==> config.mk <==
export PLATFORM = sky130hd
export DESIGN_NAME = slot_header_length_frame_parser
export DESIGN_NICKNAME = d
export VERILOG_FILES = /design/src/hdl/shlfp_pkg.sv /design/src/hdl/shlfp_parse.sv /design/src/hdl/slot_header_length_frame_parser.sv
export SDC_FILE = /design/constraint.sdc
export NUM_CORES = 1
export LEC_CHECK = 0
export ABC_AREA = 1
export BUFFER_PORTS_ARGS = -buffer_cell sky130_fd_sc_hd__buf_2
export CAP_MARGIN = 20
export CELL_PAD_IN_SITES_DETAIL_PLACEMENT = 0
export CELL_PAD_IN_SITES_GLOBAL_PLACEMENT = 2
export CORE_ASPECT_RATIO = 1.25
export CORE_MARGIN = 2
export CORE_UTILIZATION = 36
export CTS_CLUSTER_DIAMETER = 80
export DETAILED_ROUTE_END_ITERATION = 8
export PLACE_DENSITY_LB_ADDON = 0.12
export SETUP_SLACK_MARGIN = 0.2
export SLEW_MARGIN = 30
export SYNTH_ARGS = -nofsm -noshare
export SYNTH_HDL_FRONTEND = slang
export SYNTH_SLANG_ARGS = --single-unit
==> constraint.sdc <==
create_clock -name clock -period 11 [get_ports clock]
set_input_delay 1.65 -clock clock [delete_from_list [all_inputs] [get_ports clock]]
set_output_delay 1.65 -clock clock [all_outputs]
set_load 0.01 [all_outputs]
==> src/hdl/shlfp_pkg.sv <==
// shared constants and types of the slot header frame parser
// no dependencies; used by every module of the block
`timescale 1ns / 1ps

package shlfp_pkg;

   localparam int unsigned FRAME_BYTES_DEFAULT = 100;

   localparam logic [7:0] HDR_FIRST  = 8'h4D;
   localparam logic [7:0] HDR_THIRD  = 8'h54;
   localparam logic [7:0] DIGIT_BASE = 8'h30;

   localparam logic [2:0] ST_SEARCH   = 3'd0;
   localparam logic [2:0] ST_HEADER   = 3'd1;
   localparam logic [2:0] ST_BYTE     = 3'd2;
   localparam logic [2:0] ST_END      = 3'd3;
   localparam logic [2:0] ST_OVERSIZE = 3'd4;

   typedef struct packed {
      logic [2:0]  status;
      logic [6:0]  offset;
      logic [7:0]  data_byte;
      logic [7:0]  command;
      logic [15:0] payload_length;
      logic        frame_last;
   } result_type;

endpackage

==> src/hdl/shlfp_parse.sv <==
// header search and frame tracking state of the slot header frame parser
// depends on shlfp_pkg
`timescale 1ns / 1ps

module shlfp_parse #(
   parameter int unsigned FRAME_BYTES = shlfp_pkg::FRAME_BYTES_DEFAULT
) (
   input  logic                   clock,
   input  logic                   reset,
   input  logic                   step,
   input  logic [7:0]             rx_byte,
   input  logic [7:0]             slot_id,
   output shlfp_pkg::result_type  result
);
   import shlfp_pkg::*;

   localparam int unsigned CNT_W     = $clog2(FRAME_BYTES);
   localparam logic [16:0] FRAME_LIM = 17'(FRAME_BYTES);

   logic [15:0]      window_ff, window_in;
   logic [CNT_W-1:0] count_ff, count_in;
   logic             found_ff, found_in;
   logic [7:0]       cmd_ff, cmd_in;
   logic [15:0]      len_ff, len_in;

   logic [7:0]       digit;
   logic [16:0]      frame_size;
   logic [16:0]      pos_next;
   logic             oversize;
   logic             frame_end;

   always_comb begin
      digit      = slot_id + DIGIT_BASE;
      window_in  = window_ff;
      count_in   = count_ff;
      found_in   = found_ff;
      cmd_in     = cmd_ff;
      len_in     = len_ff;
      frame_size = 17'd0;
      pos_next   = 17'(count_ff) + 17'd1;
      oversize   = 1'b0;
      frame_end  = 1'b0;

      result.status         = ST_SEARCH;
      result.offset         = 7'(count_ff);
      result.data_byte      = rx_byte;
      result.command        = 8'd0;
      result.payload_length = 16'd0;
      result.frame_last     = 1'b0;

      if (!found_ff) begin
         if (count_ff < CNT_W'(2)) begin
            window_in = {window_ff[7:0], rx_byte};
            count_in  = count_ff + CNT_W'(1);
         end else if (window_ff[15:8] == HDR_FIRST && window_ff[7:0] == digit &&
                      rx_byte == HDR_THIRD) begin
            found_in      = 1'b1;
            count_in      = CNT_W'(3);
            result.status = ST_HEADER;
         end else begin
            // slide: drop the oldest byte, keep the other two
            window_in = {window_ff[7:0], rx_byte};
            count_in  = CNT_W'(2);
         end
      end else begin
         count_in      = count_ff + CNT_W'(1);
         result.status = ST_BYTE;
         if (count_ff == CNT_W'(3)) begin
            cmd_in = rx_byte;
         end else if (count_ff == CNT_W'(4)) begin
            len_in = {rx_byte, 8'h00};
         end else if (count_ff == CNT_W'(5)) begin
            len_in = len_ff | {8'h00, rx_byte};
         end
         if (count_ff >= CNT_W'(3)) begin
            result.command = cmd_in;
         end
         if (count_ff >= CNT_W'(5)) begin
            result.payload_length = len_in;
         end
         frame_size = {1'b0, len_in} + 17'd6;
         oversize   = (count_ff == CNT_W'(5)) && (frame_size > FRAME_LIM);
         frame_end  = (count_ff >= CNT_W'(5)) && (pos_next == frame_size);
         if (oversize) begin
            result.status = ST_OVERSIZE;
         end else if (frame_end) begin
            result.status     = ST_END;
            result.frame_last = 1'b1;
         end
         if (oversize || frame_end) begin
            window_in = 16'd0;
            count_in  = '0;
            found_in  = 1'b0;
         end
      end
   end

   always_ff @(posedge clock) begin
      if (reset) begin
         window_ff <= 16'd0;
         count_ff  <= '0;
         found_ff  <= 1'b0;
         cmd_ff    <= 8'd0;
         len_ff    <= 16'd0;
      end else if (step) begin
         window_ff <= window_in;
         count_ff  <= count_in;
         found_ff  <= found_in;
         cmd_ff    <= cmd_in;
         len_ff    <= len_in;
      end
   end

endmodule

==> src/hdl/slot_header_length_frame_parser.sv <==
// slot header frame parser: input register, parse state and result register
// depends on shlfp_pkg and shlfp_parse
`timescale 1ns / 1ps

// Usage
//   req_* carries one received byte per beat (req_valid / req_stall).
//   rsp_* returns exactly one result beat per input beat, in order: status,
//   offset in the frame, the byte itself, held command and payload length,
//   and frame_last on the closing byte of a complete frame.
//   csr_write_enable / csr_write_data set the slot id; write it while idle.
// Pipeline and throughput
//   An accepted byte lands in the input register; when the result register
//   is free or being taken, the header/length logic runs on it and loads the
//   result register, which then presents the result beat. One byte per cycle
//   sustained while rsp_stall is low; the parse state updates once per byte.
// Reset
//   Synchronous, active high: both pipeline registers empty, parser back to
//   searching with an empty window, slot id zero.
// Stall
//   While rsp_stall holds a result, one more byte may still enter the input
//   register; after that req_stall rises until the result beat is taken.

module slot_header_length_frame_parser #(
   parameter int unsigned FRAME_BYTES = shlfp_pkg::FRAME_BYTES_DEFAULT
) (
   input  logic        clock,
   input  logic        reset,
   input  logic        csr_write_enable,
   input  logic [7:0]  csr_write_data,
   input  logic        req_valid,
   output logic        req_stall,
   input  logic [7:0]  req_rx_byte,
   output logic        rsp_valid,
   input  logic        rsp_stall,
   output logic [2:0]  rsp_status,
   output logic [6:0]  rsp_offset,
   output logic [7:0]  rsp_data_byte,
   output logic [7:0]  rsp_command,
   output logic [15:0] rsp_payload_length,
   output logic        rsp_frame_last
);
   import shlfp_pkg::*;

   logic [7:0] slot_id_ff;
   logic       in_vld_ff, in_vld_in;
   logic [7:0] in_byte_ff;
   logic       rsp_vld_ff, rsp_vld_in;
   result_type rsp_ff;
   result_type result;
   logic       advance;
   logic       accept;
   logic       step;

   assign advance   = !rsp_vld_ff || !rsp_stall;
   assign req_stall = in_vld_ff && !advance;
   assign accept    = req_valid && !req_stall;
   assign step      = in_vld_ff && advance;

   always_comb begin
      in_vld_in = in_vld_ff;
      if (accept) begin
         in_vld_in = 1'b1;
      end else if (advance) begin
         in_vld_in = 1'b0;
      end
      rsp_vld_in = advance ? step : rsp_vld_ff;
   end

   shlfp_parse #(
      .FRAME_BYTES (FRAME_BYTES)
   ) u_parse (
      .clock   (clock),
      .reset   (reset),
      .step    (step),
      .rx_byte (in_byte_ff),
      .slot_id (slot_id_ff),
      .result  (result)
   );

   always_ff @(posedge clock) begin
      if (reset) begin
         slot_id_ff <= 8'd0;
         in_vld_ff  <= 1'b0;
         rsp_vld_ff <= 1'b0;
      end else begin
         if (csr_write_enable) begin
            slot_id_ff <= csr_write_data;
         end
         in_vld_ff  <= in_vld_in;
         rsp_vld_ff <= rsp_vld_in;
      end
   end

   // payload registers, no reset
   always_ff @(posedge clock) begin
      if (accept) begin
         in_byte_ff <= req_rx_byte;
      end
      if (step) begin
         rsp_ff <= result;
      end
   end

   assign rsp_valid          = rsp_vld_ff;
   assign rsp_status         = rsp_ff.status;
   assign rsp_offset         = rsp_ff.offset;
   assign rsp_data_byte      = rsp_ff.data_byte;
   assign rsp_command        = rsp_ff.command;
   assign rsp_payload_length = rsp_ff.payload_length;
   assign rsp_frame_last     = rsp_ff.frame_last;

endmodule

==> impl_metrics.env, run 1 <==
export IMPL_status="complete, no violations"
export IMPL_r2r_start="u_parse.count_ff[0]"
export IMPL_cp_start_kind="register"
export IMPL_synth_cells=727
export IMPL_wl_met2_um=7400
export IMPL_core_um2=15000
export IMPL_synthXorXnorAreaFrac_pct=1.74
export IMPL_r2r_slack_ns=7.09
export IMPL_synth_net_count=753
export IMPL_min_delay_start="slot_id_ff[5]"
export IMPL_cp_slowest_cell="dfxtp_1"
export IMPL_drcViolationCount=0
export IMPL_synth_adder_area_share_pct=1.13
export IMPL_r2r_end="u_parse.window_ff[8]"
export IMPL_synthArstFlopShare_pct=0
export IMPL_cp_max_fo=14
export IMPL_drv_slew=0
export IMPL_period_minus_slack_ns=3.91
export IMPL_synthMuxAreaShare_pct=0
export IMPL_hp_class="reg2reg"
export IMPL_ctsResizeCount=0
export IMPL_synth_compound_area_share_pct=8.52
export IMPL_routedWlPerCell_um=15.2
export IMPL_fp_dieArea_um2=16400
export IMPL_yosysWarnings=0
export IMPL_layout_cells_non_filler=969
export IMPL_antennaDiodeCount=0
export IMPL_final_cell_area_um2=6340
export IMPL_wl_met1_um=6520
export IMPL_slowest_delay_ns=0.47
export IMPL_port_buffers=65
export IMPL_reg2reg_depth=21
export IMPL_grt_total_usage_pct=18.7
export IMPL_holdBufCountCts=0
export IMPL_wirelength_um=14700
export IMPL_setup_tns_ns=0
export IMPL_end_kind="register"
export IMPL_start_util_pct=37.0
export IMPL_crit_chain="ha_1 -> nand3_2 -> nor2_2 -> nand2_1 -> nand2_1 -> nand2_1 -> ha_1 -> inv_1 -> nand3_1 -> nor2_1 -> nand2_1 -> nand2_1 -> nand4_1 -> nor2_1 -> nand3_1 -> nand2_2 -> nand3_4 -> nand2_2 -> inv_2 -> nor2_2 -> nor2_1"
export IMPL_finalWeightedCongestion=0.846
export IMPL_h_tree_depth=3
export IMPL_final_common_cell="nand2_1"
export IMPL_post_cts_setup_buffers=0
export IMPL_ys_ff_latch=109
export IMPL_vias=4794
export IMPL_dieWidth_um=115
export IMPL_cp_common_cell="nand2_1"
export IMPL_drive_gt1_share_pct=15.5
export IMPL_hold_violations=0
export IMPL_final_net_count=808
export IMPL_highest_layer="met4"
export IMPL_io_pin_count=66
export IMPL_grt_overflow_total=0
export IMPL_root_buffer="clkbuf_16"
export IMPL_synth_main_ff_cell="dfxtp_1"
export IMPL_tightest_slew_ns=0.817
export IMPL_grt_pass1_wl_um=23400
export IMPL_yosysSeqAreaShare_pct=48.5
export IMPL_numCtsBuffers=9
export IMPL_row_count=50
export IMPL_cts_clk_slew_worst_paths_ns=0.07
export IMPL_route_met3_wl_um=458
export IMPL_critical_path_arrival_ns=4.16
export IMPL_place_area_um2=5990
export IMPL_cts_tree="built"
export IMPL_antenna_found_initial=0
export IMPL_peakVddDrop_uv=82.8
export IMPL_synthSimpleGateAreaFrac_pct=31.4
export IMPL_drt_iter0_markers=213
export IMPL_clk_latency_ns=0.36
export IMPL_max_freq_ghz=0.256
export IMPL_maxCapViolCount=0
export IMPL_clock_sinks=109
export IMPL_grt_pass1_vias=4339
export IMPL_detail_route_vias_per_cell=4.95
export IMPL_cts_max_path_buffers=2
export IMPL_p_leak_nw=2.81
export IMPL_die_h_um=143
export IMPL_fin_crit_sh_pct=35.5
export IMPL_relSlewSlack_pct=45.4
export IMPL_setup_violations_final=0
export IMPL_hold_path_end="slot_id_ff[5]"
export IMPL_holdPathStages=2
export IMPL_synth_top_family_by_area="simple AND/OR/NAND/NOR gates"
export IMPL_layout_common_cells="nand2_1 (178), nor2_1 (118), inv_1 (80), buf_2 (65), dfxtp_1 (58)"
export IMPL_path_class="reg2reg"
export IMPL_synth_edf_count=51
export IMPL_avgSynthCellArea_um2=7.63
export IMPL_p_per_area_nw_per_um2=145
export IMPL_firstDrtPassIters=4
export IMPL_ant_nets=0
export IMPL_p_total_mw=0.921
export IMPL_netlist_area_um2=5550
export IMPL_finalClockSkew_ns=0.0100
export IMPL_dp_cells=953
export IMPL_grt_max_degree=48
export IMPL_holdWs_ns=0.488
export IMPL_hpwl_um=10700
export IMPL_rsz0062_at_grt="no"
export IMPL_ys_types=37
export IMPL_worstPathRequired_ns=11.26
export IMPL_syn_to_final_growth_pct=14.2
[sequential cells by signal, summed over array words and instances, names as in the netlist, 8 cells and up]
register,flops
slot_id_ff,8
u_parse.cmd_ff,8
rsp_command,8
u_parse.len_ff,16
rsp_payload_length,16
in_byte_ff,8
rsp_data_byte,8
u_parse.window_ff,16
[kinds of logic (layout without fill, tap and decap cells)]
group,after synthesis,after routing
AND/OR/NAND/NOR,402,402
buffers and inverters,114,174
flip-flops,109,109
XOR/XNOR,11,11
adder cells (fa/ha/maj),5,5
AO/OA/AOI/OAI,86,86
[stage by stage]
step	utilization (%)	setup slack, ns
CTS	42.2	7.08
detailed placement	39.9	6.76
floorplan	-	5.89
global route	42.2	6.61
finish	42.2	7.09
global placement	39.9	6.86
[worst max-delay path: cells and delay by family (launching register included)]
kind	cells	cell delay [ns]
buffers and inverters	2	0.28
AND/OR/NAND/NOR	17	2.55
flip-flops	1	0.47
adder cells (fa/ha/maj)	2	0.49
[power by group]
| part | total [mW] | internal, mW | switching, mW |
|---|---|---|---|
| clock | 0.383 | 0.225 | 0.158 |
| combinational | 0.0814 | 0.0276 | 0.0537 |
| sequential | 0.457 | 0.442 | 0.0144 |
| total | 0.921 | 0.695 | 0.226 |
[Yosys cell counts, types with 2 or more instances]
master	instances	area [um2]
nand2_1	178	668
nor2_1	120	450
inv_1	80	300
dfxtp_1	58	1160
nand3_1	52	260
edfxtp_1	51	1530
a21oi_1	34	170
o21ai_0	29	145
nor2_2	15	93.8
clkbuf_1	13	48.8
nand4_1	13	81.3
o211ai_1	11	82.6
xor2_1	9	78.8
nand2_2	7	43.8
o21ai_1	7	35.0
buf_6	6	67.6
clkinv_1	5	18.8
ha_1	5	62.6
inv_2	5	18.8
nand3_2	4	40.0
nor3_1	3	15.0
nor4_1	3	18.8
buf_2	2	10.0
buf_4	2	15.0
nor2_4	2	22.5
xnor2_1	2	17.5
[worst max path at each step]
stage | from | end | slack [ns]
floorplan | rsp_stall | u_parse.len_ff[8] | 5.89
global placement | rsp_stall | u_parse.len_ff[13] | 6.86
detailed placement | rsp_stall | u_parse.len_ff[11] | 6.76
CTS | u_parse.count_ff[0] | u_parse.window_ff[8] | 7.08
global route | u_parse.count_ff[0] | u_parse.window_ff[0] | 6.61
finish | u_parse.count_ff[0] | u_parse.window_ff[8] | 7.09
[per-layer routing]
| layer | GRT usage [%] | vias up |
|---|---|---|
| li1 | - | 2454 |
| met1 | 24.3 | 2245 |
| met2 | 31.3 | 80 |
| met3 | 2.33 | 15 |
| met4 | 7.99 | 0 |
| met5 | 0 | - |
[area by class of cell]
| class | count | area [um2] |
|---|---|---|
| clock buffer | 10 | 229 |
| clock inverter | 6 | 118 |
| fill | 1572 | 8680 |
| inverter | 90 | 338 |
| multi-input combinational | 504 | 2380 |
| sequential | 109 | 2690 |
| tap | 182 | 228 |
| timing repair buffer | 68 | 348 |
Power figures use the tool's default switching activity.
==> run 2, diff against run 1 <==
CORE_UTILIZATION = 34   (was 36)
clock period = 4.1 ns   (was 11 ns; I/O delays follow)
==> run 2 against run 1 <==
Non-clock buffer count is 8 higher; clock skew is 0.0014 ns higher; combinational power grew to 2.9 times the previous value; first-iteration DRC count is 3.8% lower; routed wire length is 3.8% higher; sequential power grew to 2.7 times the previous value; highest routed layer unchanged; largest power group unchanged; core utilization is 2.4 points lower; maximum frequency is 10% higher; die area is 5.7% higher.
==> impl_metrics.env, run 2 (synthesized netlist as in run 1, its figures left out) <==
export IMPL_dieWidth_um=118
export IMPL_cp_start_kind="register"
export IMPL_grt_overflow_total=0
export IMPL_vias=4748
export IMPL_peakVddDrop_uv=232
export IMPL_cts_max_path_buffers=2
export IMPL_core_um2=16100
export IMPL_drcViolationCount=0
export IMPL_tightest_slew_ns=0.687
export IMPL_grt_pass1_vias=4567
export IMPL_antennaDiodeCount=0
export IMPL_grt_pass1_wl_um=24100
export IMPL_layout_common_cells="nand2_1 (178), nor2_1 (117), inv_1 (80), buf_2 (65), dfxtp_1 (58)"
export IMPL_p_per_area_nw_per_um2=358
export IMPL_detail_route_vias_per_cell=4.70
export IMPL_final_net_count=816
export IMPL_cp_max_fo=11
export IMPL_setup_violations_final=0
export IMPL_ant_nets=0
export IMPL_antenna_found_initial=0
export IMPL_n_fill_cell=1704
export IMPL_status="complete, no violations"
export IMPL_final_cell_area_um2=6400
export IMPL_syn_to_final_growth_pct=15.3
export IMPL_root_buffer="clkbuf_16"
export IMPL_maxCapViolCount=0
export IMPL_drive_gt1_share_pct=16.4
export IMPL_end_kind="register"
export IMPL_cts_clk_slew_worst_paths_ns=0.08
export IMPL_h_tree_depth=3
export IMPL_cts_tree="built"
export IMPL_post_place_ws_ns=0.342
export IMPL_finalWeightedCongestion=0.841
export IMPL_finalWorstSetupSlack_ns=0.554
export IMPL_period_minus_slack_ns=3.55
export IMPL_hold_violations=0
export IMPL_final_common_cell="nand2_1"
export IMPL_hpwl_um=11500
export IMPL_start_util_pct=34.5
export IMPL_place_area_um2=6060
export IMPL_fp_dieArea_um2=17400
export IMPL_port_buffers=65
export IMPL_finalClockSkew_ns=0.0114
export IMPL_row_count=52
export IMPL_setup_tns_ns=0
export IMPL_critical_path_arrival_ns=3.84
export IMPL_relSlewSlack_pct=54.1
export IMPL_drt_iter0_markers=205
export IMPL_routedWlPerCell_um=15.1
export IMPL_clock_sinks=109
export IMPL_numCtsBuffers=9
export IMPL_path_class="reg2reg"
export IMPL_grt_total_usage_pct=18.0
export IMPL_drv_slew=0
export IMPL_fin_crit_sh_pct=86.5
export IMPL_rsz0062_at_grt="no"
export IMPL_clk_latency_ns=0.36
export IMPL_grt_max_degree=39
export IMPL_max_freq_ghz=0.282
export IMPL_worstPathRequired_ns=4.39
export IMPL_io_pin_count=66
export IMPL_wirelength_um=15300
export IMPL_hp_class="in2reg"
export IMPL_p_leak_nw=2.83
export IMPL_die_h_um=147
export IMPL_firstDrtPassIters=5
[run 2: area by class of cell]
class | instances | area [um2] | area share [%]
flip-flops and latches | 109 | 2690 | 42.1
multi-input cells | 504 | 2410 | 37.6
repair buffers | 76 | 420 | 6.57
inverters | 90 | 340 | 5.32
well taps | 216 | 270 | 4.22
clock buffers | 11 | 233 | 3.64
clock inverters | 5 | 35.0 | 0.548
[run 2: stage by stage]
stage / instances / hold WS [ns] / util [%] / total power, mW
after floorplan: 727 / 0.409 / - / 1.39
after global placement: 990 / 0.461 / 37.7 / 1.47
after detailed placement: 990 / 0.472 / 37.7 / 1.48
after CTS: 1006 / 0.418 / 39.3 / 2.31
after global routing: 1011 / 0.419 / 39.8 / 2.40
final: 1011 / 0.433 / 39.8 / 2.29
[run 2: path summary, 6_finish.rpt]
path / from / end / slack (ns) / cells past startpoint
setup / recovery: u_parse.count_ff[1] / u_parse.window_ff[8] / 0.55 / 25
hold reg to reg: slot_id_ff[5] / slot_id_ff[5] / 0.48 / 2
hold / removal: req_rx_byte[6] / in_byte_ff[6] / 0.43 / 1
setup reg to reg: u_parse.count_ff[1] / u_parse.window_ff[8] / 0.55 / 25
[run 2: timing repair]
| item | 4_1_cts | 5_1_grt |
|---|---|---|
| buffers inserted | 0 | 5 |
| setup endpoints to repair | 0 | 23 |
| hold buffers | 0 | 0 |
| gates resized for setup | 0 | 6 |
[run 2: critical path, stage by stage (launching register included)]
cell	delay [ns]
dfxtp_1	0.37
inv_1	0.15
ha_1	0.20
nand3_2	0.09
nor2_2	0.17
buf_4	0.20
nand2_1	0.06
nand2_1	0.10
nand2_1	0.11
ha_1	0.23
inv_1	0.11
nand3_2	0.14
inv_1	0.11
nand3_1	0.11
clkinv_1	0.07
nand3_1	0.06
nand2_1	0.08
nand2_1	0.08
nor2_2	0.14
nand3_1	0.12
nand2_2	0.12
nand3_4	0.17
buf_4	0.23
nand3_1	0.08
nand2_1	0.06
nor2_1	0.12
[run 2: power by group]
| group | internal [mW] | leakage (nW) | switching (mW) |
|---|---|---|---|
| clock network | 0.416 | 0.132 | 0.417 |
| logic | 0.0812 | 1.73 | 0.151 |
| registers | 1.19 | 0.968 | 0.0380 |
[run 2: layer usage]
metal / up-vias / GRT usage (%) / share of wire (%)
met5: - / 0 / 0
met4: 0 / 6.20 / 1.5
met3: 14 / 2.17 / 2.8
met2: 88 / 32.5 / 52
met1: 2188 / 22.1 / 44
li1: 2458 / - / -
==> run 3, diff against run 2 <==
CTS_BUF_LIST = sky130_fd_sc_hd__clkbuf_4 sky130_fd_sc_hd__clkbuf_8 sky130_fd_sc_hd__clkbuf_16   (was not set)
CTS_CLUSTER_DIAMETER = not set   (was 80)
==> run 3 against run 2 <==
Maximum frequency rose by 0.18%; total power rose by 0.48%; via count rose by 0.27%; combinational power barely moved; setup slack improved by 0.0065 ns; flip-flop and latch count did not move; sequential power barely moved; routed wire length barely moved; global-route usage barely moved; sequential share of layout area barely moved.
==> impl_metrics.env, run 3 (synthesized netlist as in run 1, its figures left out) <==
export IMPL_drv_slew=0
export IMPL_firstDrtPassIters=4
export IMPL_tightest_slew_ns=0.665
export IMPL_period_minus_slack_ns=3.54
export IMPL_vias=4761
export IMPL_cp_start_kind="register"
export IMPL_wirelength_um=15300
export IMPL_numCtsBuffers=9
export IMPL_rsz0062_at_grt="no"
export IMPL_hpwl_um=11500
export IMPL_cp_slowest_cell="dfxtp_1"
export IMPL_p_leak_nw=2.83
export IMPL_routedWlPerCell_um=15.1
export IMPL_relSlewSlack_pct=55.5
export IMPL_detail_route_vias_per_cell=4.71
export IMPL_status="complete, no violations"
export IMPL_hp_class="in2reg"
export IMPL_grt_max_degree=39
export IMPL_final_net_count=816
export IMPL_antennaDiodeCount=0
export IMPL_end_kind="register"
export IMPL_final_common_cell="nand2_1"
export IMPL_cts_clk_slew_worst_paths_ns=0.08
export IMPL_io_pin_count=66
export IMPL_peakVddDrop_uv=233
export IMPL_clk_latency_ns=0.36
export IMPL_drcViolationCount=0
export IMPL_grt_pass1_wl_um=24100
export IMPL_fin_crit_sh_pct=86.3
export IMPL_maxCapViolCount=0
export IMPL_h_tree_depth=3
export IMPL_grt_overflow_total=0
export IMPL_path_class="reg2reg"
export IMPL_cp_common_cell="nand2_1"
export IMPL_n_fill_cell=1706
export IMPL_root_buffer="clkbuf_16"
export IMPL_worstPathRequired_ns=4.39
export IMPL_dieWidth_um=118
export IMPL_cts_tree="built"
export IMPL_p_per_area_nw_per_um2=359
export IMPL_slowest_delay_ns=0.37
export IMPL_p_total_mw=2.30
export IMPL_clock_sinks=109
export IMPL_setup_violations_final=0
export IMPL_holdBufCountCts=0
export IMPL_antenna_found_initial=0
export IMPL_cts_max_path_buffers=2
export IMPL_core_um2=16100
export IMPL_cp_max_fo=11
export IMPL_critical_path_arrival_ns=3.83
export IMPL_drt_iter0_markers=203
export IMPL_fp_dieArea_um2=17400
export IMPL_port_buffers=65
export IMPL_grt_total_usage_pct=18.0
export IMPL_start_util_pct=34.5
export IMPL_holdPathStages=1
export IMPL_finalWeightedCongestion=0.841
export IMPL_syn_to_final_growth_pct=15.4
export IMPL_max_freq_ghz=0.282
export IMPL_layout_common_cells="nand2_1 (178), nor2_1 (117), inv_1 (80), buf_2 (65), dfxtp_1 (58)"
export IMPL_ant_nets=0
export IMPL_hold_violations=0
export IMPL_die_h_um=147
export IMPL_reg2reg_depth=25
export IMPL_grt_pass1_vias=4566
export IMPL_row_count=52
export IMPL_setup_tns_ns=0
export IMPL_finalClockSkew_ns=0.00808
export IMPL_drive_gt1_share_pct=16.6
## run 3: cell count changes in the layout (fill, tap and decap cells not counted)
cell and change:
clkbuf_4 +2, clkbuf_1 -2
## run 3: critical path, delay by kind of cell (launching register included)
family / cells / cell delay (ns)
and+or+nand+nor: 17 / 1.81
buffers and inverters: 6 / 0.86
adders and majority gates: 2 / 0.43
DFF: 1 / 0.37
## run 3: layout make-up
class	count	area (um2)	area share, %
clock buffers	11	240	3.75
flip-flops and latches	109	2690	42.0
inverters	90	340	5.31
clock inverters	5	35.0	0.547
multi-input cells	504	2410	37.6
repair buffers	76	420	6.56
well taps	216	270	4.22
## run 3: through the flow
stage	utilization (%)	cells	hold slack (ns)	setup slack [ns]	area, um2
3_3_place_gp	37.7	990	0.461	0.463	6060
6_report	39.9	1011	0.432	0.560	6400
2_1_floorplan	-	727	0.409	0.875	5550
5_1_grt	39.9	1011	0.419	0.193	6400
3_5_place_dp	37.7	990	0.472	0.342	6060
4_1_cts	39.4	1006	0.418	0.326	6330
## run 3: worst paths after layout
kind	startpoint	to	slack [ns]
worst max-delay path	u_parse.count_ff[1]	u_parse.window_ff[8]	0.56
worst min-delay path	req_rx_byte[6]	in_byte_ff[6]	0.43
worst max register to register	u_parse.count_ff[1]	u_parse.window_ff[8]	0.56
worst min register to register	slot_id_ff[5]	slot_id_ff[5]	0.48
## run 3: what timing repair did
action | 4_1_cts | 5_1_grt
buffers inserted | 0 | 5
endpoints found under the setup margin | 0 | 23
gates resized for setup | 0 | 6
## run 3: power breakdown
part	total, mW	leakage [nW]	switching (mW)	internal [mW]
logic	0.232	1.73	0.151	0.0812
registers	1.23	0.968	0.0381	1.19
clock network	0.844	0.139	0.415	0.429
total	2.30	2.83	0.603	1.70
## run 3: per-layer routing
metal | track usage (%) | up-vias | wire [um]
li1 | - | 2459 | -
met1 | 22.1 | 2193 | 6580
met2 | 32.5 | 96 | 7980
met3 | 2.17 | 13 | 484
met4 | 6.20 | 0 | 223
met5 | 0 | - | 0
